## src/sv/kaf_pkg.sv

```systemverilog
// shared types and constants for the kalman angle filter
package kaf_pkg;

    localparam int unsigned CfgAddrW = 4;

    localparam logic [1:0] RegAngleNoise = 2'd0;
    localparam logic [1:0] RegBiasNoise  = 2'd1;
    localparam logic [1:0] RegMeasNoise  = 2'd2;
    localparam logic [1:0] RegStartAngle = 2'd3;

    // multiplier operand selects
    typedef enum logic [3:0] {
        t_MUL_DT_RATE,
        t_MUL_DT_C11,
        t_MUL_DT_T,
        t_MUL_BPN_DT,
        t_MUL_K0_Y,
        t_MUL_K1_Y,
        t_MUL_K0_P00,
        t_MUL_K0_P01,
        t_MUL_K1_P00,
        t_MUL_K1_P01
    } t_mul_sel;

    typedef enum logic [3:0] {
        t_OP_NONE,
        t_OP_START,
        t_OP_MUL,
        t_OP_PRED,
        t_OP_DIV0_START,
        t_OP_DIV1_START,
        t_OP_DIV_STEP,
        t_OP_DIV0_END,
        t_OP_DIV1_END,
        t_OP_INNOV
    } t_op;

    typedef struct packed {
        t_op      op;
        t_mul_sel sel;
        logic     save;
    } t_cmd;

    typedef struct packed {
        logic div_done;
        logic s_pos;
    } t_status;

    function automatic logic signed [31:0] sat32(input logic signed [65:0] v);
        logic signed [65:0] hi;
        logic signed [65:0] lo;
        hi = 66'sd2147483647;
        lo = -66'sd2147483648;
        if (v > hi) begin
            sat32 = 32'sh7fffffff;
        end else if (v < lo) begin
            sat32 = 32'sh80000000;
        end else begin
            sat32 = v[31:0];
        end
    endfunction

endpackage

```

## src/sv/kaf_ctrl.sv

```systemverilog
// kalman filter sequencer: handshakes and step ordering
module kaf_ctrl (
    input  logic             i_clk,
    input  logic             i_rst_n,
    input  logic             i_valid,
    output logic             o_in_stall,
    output logic             o_valid,
    input  logic             i_out_stall,
    output logic             o_capture,
    output kaf_pkg::t_cmd    o_cmd,
    input  kaf_pkg::t_status i_status
);
    typedef enum logic [3:0] {
        S_IDLE, S_RATE, S_MLOAD, S_MWAIT, S_MSAVE, S_MAPPLY,
        S_D0, S_D0RUN, S_D0END, S_D1, S_D1RUN, S_D1END, S_INNOV, S_OUT
    } t_state;

    t_state           r_state;
    logic [3:0]       r_idx;
    logic             r_valid;
    kaf_pkg::t_mul_sel cur_sel;

    assign cur_sel = kaf_pkg::t_mul_sel'(r_idx);
    assign o_in_stall = (r_state != S_IDLE) || r_valid;
    assign o_capture  = i_valid && !o_in_stall;
    assign o_valid    = r_valid;

    always_comb begin
        o_cmd.op   = kaf_pkg::t_OP_NONE;
        o_cmd.sel  = cur_sel;
        o_cmd.save = 1'b0;
        case (r_state)
            S_RATE:  o_cmd.op = kaf_pkg::t_OP_START;
            S_MLOAD: o_cmd.op = kaf_pkg::t_OP_MUL;
            S_MSAVE: o_cmd.save = 1'b1;
            S_MAPPLY: o_cmd.op = kaf_pkg::t_OP_PRED;
            S_D0:    o_cmd.op = kaf_pkg::t_OP_DIV0_START;
            S_D1:    o_cmd.op = kaf_pkg::t_OP_DIV1_START;
            S_D0RUN, S_D1RUN: o_cmd.op = kaf_pkg::t_OP_DIV_STEP;
            S_D0END: o_cmd.op = kaf_pkg::t_OP_DIV0_END;
            S_D1END: o_cmd.op = kaf_pkg::t_OP_DIV1_END;
            S_INNOV: o_cmd.op = kaf_pkg::t_OP_INNOV;
            default: o_cmd.op = kaf_pkg::t_OP_NONE;
        endcase
    end

    always_ff @(posedge i_clk) begin
        if (!i_rst_n) begin
            r_state <= S_IDLE;
            r_idx   <= '0;
            r_valid <= 1'b0;
        end else begin
            if (r_valid && !i_out_stall) begin
                r_valid <= 1'b0;
            end
            case (r_state)
                S_IDLE: if (o_capture) begin
                    r_state <= S_RATE;
                end
                S_RATE: begin
                    r_idx   <= 4'(kaf_pkg::t_MUL_DT_RATE);
                    r_state <= S_MLOAD;
                end
                S_MLOAD: r_state <= S_MWAIT;
                S_MWAIT: r_state <= S_MSAVE;
                S_MSAVE: r_state <= S_MAPPLY;
                S_MAPPLY: begin
                    r_idx <= r_idx + 1'b1;
                    if (cur_sel == kaf_pkg::t_MUL_BPN_DT) begin
                        r_state <= S_D0;
                    end else if (cur_sel == kaf_pkg::t_MUL_K1_P01) begin
                        r_state <= S_OUT;
                    end else begin
                        r_state <= S_MLOAD;
                    end
                end
                S_D0:    r_state <= S_D0RUN;
                S_D0RUN: if (i_status.div_done) r_state <= S_D0END;
                S_D0END: r_state <= S_D1;
                S_D1:    r_state <= S_D1RUN;
                S_D1RUN: if (i_status.div_done) r_state <= S_D1END;
                S_D1END: r_state <= S_INNOV;
                S_INNOV: r_state <= S_MLOAD;
                S_OUT: begin
                    r_valid <= 1'b1;
                    r_state <= S_IDLE;
                end
                default: r_state <= S_IDLE;
            endcase
        end
    end
endmodule

```

## config.mk

```make
export PLATFORM = sky130hd
export DESIGN_NAME = kaf_ctrl
export DESIGN_NICKNAME = d
export VERILOG_FILES = /design/src/sv/kaf_pkg.sv /design/src/sv/kaf_ctrl.sv
export SDC_FILE = /design/constraint.sdc
export NUM_CORES = 1
export LEC_CHECK = 0
export BUFFER_PORTS_ARGS = -buffer_cell sky130_fd_sc_hd__buf_4
export CORE_MARGIN = 5
export CORE_UTILIZATION = 41
export CTS_BUF_LIST = sky130_fd_sc_hd__clkbuf_16
export CTS_CLUSTER_SIZE = 24
export DETAILED_ROUTE_END_ITERATION = 8
export GPL_ROUTABILITY_DRIVEN = 0
export HOLD_SLACK_MARGIN = 0.02
export PLACE_DENSITY = 0.67
export SLEW_MARGIN = 20
export SYNTH_ARGS = -nofsm -noshare
export SYNTH_HDL_FRONTEND = slang
export SYNTH_SLANG_ARGS = --single-unit
```

## constraint.sdc

```tcl
create_clock -name i_clk -period 1.8 [get_ports i_clk]
set_clock_uncertainty 0.15 [all_clocks]
set_input_delay 0.09 -clock i_clk [delete_from_list [all_inputs] [get_ports i_clk]]
set_output_delay 0.09 -clock i_clk [all_outputs]
set_load 0.1 [all_outputs]
```

* After elaboration in Yosys (flattened, before gate mapping) *
Index checks and enable logic that the tools add are counted.

word-level totals
  flip-flop bits (word level) = 9
  bits in latches = 0
  RAM bits = 0
  ROM bits = 0
  input port bits = 6
  output and inout port bits = 12
  logic and storage cells = 45
  memories kept = 0

cells by class
  add/subtract/negate cells = 1
  $mul = 0
  divide/modulo/power cells = 0
  $lt $le $gt $ge = 0
  eq/ne operators = 18
  shift-type cells = 0
  mux-type cells = 11
  bitwise operators = 0
  reductions and logical operators = 12

operators by type and width
  cell                   count
  $pmux W4 S12           1
  $pmux W4 S9            1
  $eq A4 B4 Y1 const B   7
  $mux W4                5
  $eq A4 B3 Y1 const B   4
  $eq A4 B2 Y1 const B   3
  $pmux W4 S2            1
  $ne A2 B2 Y1 const B   3
  $add A4 B1 Y4 const B  1
  $eq A4 B1 Y1 const B   1
  $logic_not A4 Y1       1
  $reduce_bool A2 Y1     2
  $reduce_bool A4 Y1     1
  $reduce_or A2 Y1       2
  $mux W1                3
  $reduce_and A3 Y1      1
  $logic_and A1 B1 Y1    2
  $logic_not A1 Y1       2
  $logic_or A1 B1 Y1     1

* Depth between registers and ports, before layout *
  word-level depth = 6
  mapped depth = 5
  gate-level depth less buffers = 5

* Least setup slack after synthesis *
OpenSTA, ideal clock, no wires.

  kind = register to output
  start point = register r_state[2]
  end point = output port o_cmd[7] (netlist bit)
  arrival = 2.324 ns
  data required time = 1.560 ns
  setup slack = -0.764 ns
  cell stages (with the launch flop) = 5
  buffers on the path = 2
  path through = dfxtp_1 > buf_2 > buf_1 > nand2_1 > o22ai_1

RTL lines
  item                      RTL line        RTL
  start: declaration        kaf_ctrl.sv:18  t_state r_state;
  start signal: assignment  kaf_ctrl.sv:49  r_state <= S_IDLE;
  start signal: assignment  kaf_ctrl.sv:58  r_state <= S_RATE;
  start signal: assignment  kaf_ctrl.sv:62  r_state <= S_MLOAD;
  end: declaration          kaf_ctrl.sv:10  output kaf_pkg::t_cmd o_cmd,

* Worst setup path in the final report *
  start point = register r_state[2]
  end point = output port o_in_stall

between the ends
  cells in the longest elaborated chain, start to end = 2

ends and longest elaborated chain
  item                RTL line        RTL
  $reduce_bool A4 Y1  kaf_ctrl.sv:24  assign o_in_stall = (r_state != S_IDLE) || r_valid;
  $logic_or A1 B1 Y1  kaf_ctrl.sv:24
  end: declaration    kaf_ctrl.sv:6   output logic o_in_stall,

Every way passes these cells.

==> summary.txt <==
STA
  – Endpoints failing setup: 0
  – Period utilization: 0.975
  – Fin crit period: 1.76 ns
  – Final hold vios: 0
  – Fin Hold WS: around 0.052 ns
  – Maximum clock rate: approximately 570 MHz
  – Least-Margin Pin Slew: 0.276 ns
  – Final WS setup: around 0.044 ns
  – RSZ-0062 raised after global routing: false
  – Final Max Tran Viols: 0
  – Max transition margin: 0.816
  – Setup TNS: 0 ns

Clocking
  – TritonCTS Sinks: 9
  – Clk Latency, worst-skew pair: around 0.23 ns
  – Number of buffers created by CTS: 3
  – H-tree depth: 1
  – Clock Pin Slew Worst Setup and Hold Paths: roughly 0.040 ns
  – Max Root-Sink Buffers: 2
  – Number of buffers added for setup after CTS: 0
  – CTS tree: done
  – Clk root buf: clkbuf_16

Global route
  – Largest net degree at the start of global routing: 21
  – Vias in the first global route: slightly below 700
  – Global-route usage over all layers: 0.141
  – GR Overflow Total: 0
  – First-pass GRT wire length: a little under 3 mm
  – Initial antenna violation count: 0

Logic synthesis
  – Mapped Avg Cell Area: roughly 7.8 um^2
  – Ranking of synthesized cells by area: dfxtp_1, nand2_1, a21oi_1
  – Share of the synthesized area in the top cell type: 0.267
  – Sequential share of the synthesized area: 0.267
  – Net count after synthesis: 95
  – Yosys cell types: 39
  – Synth warnings: 0
  – Synth Instances: 87
  – Mapped cell area: around 680 um^2
  – Synthesized flop and latch total: 9
  – Area leader, netlist: dfxtp_1

Worst setup path
  – Crit-path slowest cell: or4_4
  – CP Launch Type: flip-flop
  – Kind of critical path: reg2out
  – Cell Chain, Critical Path: or4_4 > or2_4 > buf_12
  – WP buf/inv: 1
  – CP max stage delay: 0.56 ns
  – CP delay by family, top: simple AND/OR/NAND/NOR gates
  – Arrival time worst endpoint: 1.52 ns
  – Critical path data required time: approximately 1.6 ns
  – Worst setup EP type: output port
  – Critical path fanouts, max: 3

Job
  – Max-cap violations: 0

Cells and area
  – Layout cell share with drive strength beyond 1: 0.368
  – Layout Nets: about 120
  – Commonest non-fill, non-tap cell in the layout: buf_4
  – Synth-to-Final Area Change: 42.0%
  – Fin cells: between 100 and 150
  – Storage cell area: about 190 um^2
  – Footprint of the multi-input gates: 479 um^2
  – Fill cell count: around 140
  – Final Core Density: 0.623
  – Most frequent cells in the layout: buf_4, nand2_1, a21oi_1
  – Diode count: 0

Die
  – Row cnt: 14
  – Die width: just over 50 um
  – Die footprint: about 2600 um^2
  – Die H: approximately 51 um
  – Core footprint: ~1500 um^2
  – Initial Util: 0.438
  – Boundary Pins: 18

Route
  – Post-route ant nets: 0
  – Starting DRT DRC Count: 17
  – Drt pass-1 iters: 4
  – Via count: 720
  – Vias/cell: 5.90
  – Avg WL per Cell: 14.0 um
  – Routed wire length: roughly 1.7 mm
  – DRC: 0

Place
  – Place WS: 0.113 ns
  – IO Port Bufs: 16
  – Dpl hpwl: around 1.2 mm
  – Placed insts: roughly 120

Run status
  – Status: complete, no violations

Power and ir drop
  – Leak: between 0.3 and 0.4 nW
  – Max VDD drop: just under 0.5 mV
  – PwrDens: 890 nW/um^2

Hold path
  – Worst hold path class: in2reg
[metrics by stage]
| stage | instance area (um^2) | power [W] |
|---|---|---|
| 3_5_place_dp | 840 | 0.000449 |
| 4_1_cts | 957 | 0.000856 |
| 5_1_grt | 960 | 0.000885 |
| 6_report | 960 | 0.000854 |
| 3_3_place_gp | 840 | 0.000447 |
| 2_1_floorplan | 708 | 0.000403 |
[sequential cells by signal (all words and copies together), names as in the netlist]
register and cells:
o_valid 1, cur_sel 4, r_state 4
[tightest hold or removal path, cell delays in order]
cell	delay, ns
buf_4	0.11
a32oi_1	0.06
o21ai_0	0.14
[timing repair]
action | in CTS | in global routing
hold buffers | 2 | 0
gates resized for setup | 5 | 1
hold endpoints to repair | 3 | 0
setup endpoints to repair | 1 | 2
[cell type report]
class	count	area share
inverter	3	0.0117
tap	16	0.0209
timing repair buffer	22	0.190
clock inverter	1	0.00391
clock buffer	3	0.0782
sequential	9	0.196
multi-input combinational	68	0.499
[cell usage after synthesis (all sizes together)]
master   number
a2bb2oi       1
and3b         1
a22o          2
nand3         2
a221oi        2
dfxtp         9
nor3b         3
nor2          5
a211o         1
or2           2
o211ai        1
nand4         1
o21a          1
or3           3
nor2b         3
nand2b        2
nor4b         1
a32oi         1
ha            2
inv           3
or3b          1
a31oi         1
buf           6
or4           1
nand2        11
o22ai         2
xor2          1
nand4b        3
nand3b        2
o21ai         3
clkbuf        1
a21oi         7
and3          1
mux2          1
[where the power goes]
part	total, W	internal, W	leakage, nW	switching, W
clock network	0.000384	0.000290	0.0423	0.0000941
registers	0.000209	0.000205	0.0753	0.00000419
logic	0.000261	0.0000890	0.270	0.000172
total	0.000854	0.000584	0.387	0.000270
[cell families (layout without fill, tap and decap cells)]
| family | Yosys count | in the layout | synth area share |
|---|---|---|---|
| buffers and inverters | 10 | 29 | 0.0741 |
| DFF | 9 | 9 | 0.267 |
| xor gates and xnor gates | 1 | 1 | 0.0130 |
| and+or+nand+nor | 42 | 42 | 0.363 |
| adders and majority gates | 2 | 2 | 0.0370 |
| AOI/OAI and AO/OA | 22 | 22 | 0.230 |
| muxes | 1 | 1 | 0.0167 |
[worst paths after layout]
path	startpoint	end	slack (ns)	depth (start not counted)
max	r_state[2]	o_in_stall	0.04	3
min	i_status[1]	r_state[3]	0.05	3
max reg2reg	r_state[0]	cur_sel[1]	0.16	4
min reg2reg	o_valid	o_valid	0.33	2
[routing by layer]
metal	wire length, um	GRT usage	part of all wire	vias to the layer above
met5	0	0	0	-
met4	10	0.0511	0.0058	0
met3	104	0.0266	0.061	2
met2	823	0.225	0.48	19
met1	772	0.186	0.45	346
li1	-	-	-	353
No activity file was read; power rests on OpenSTA's default activity.
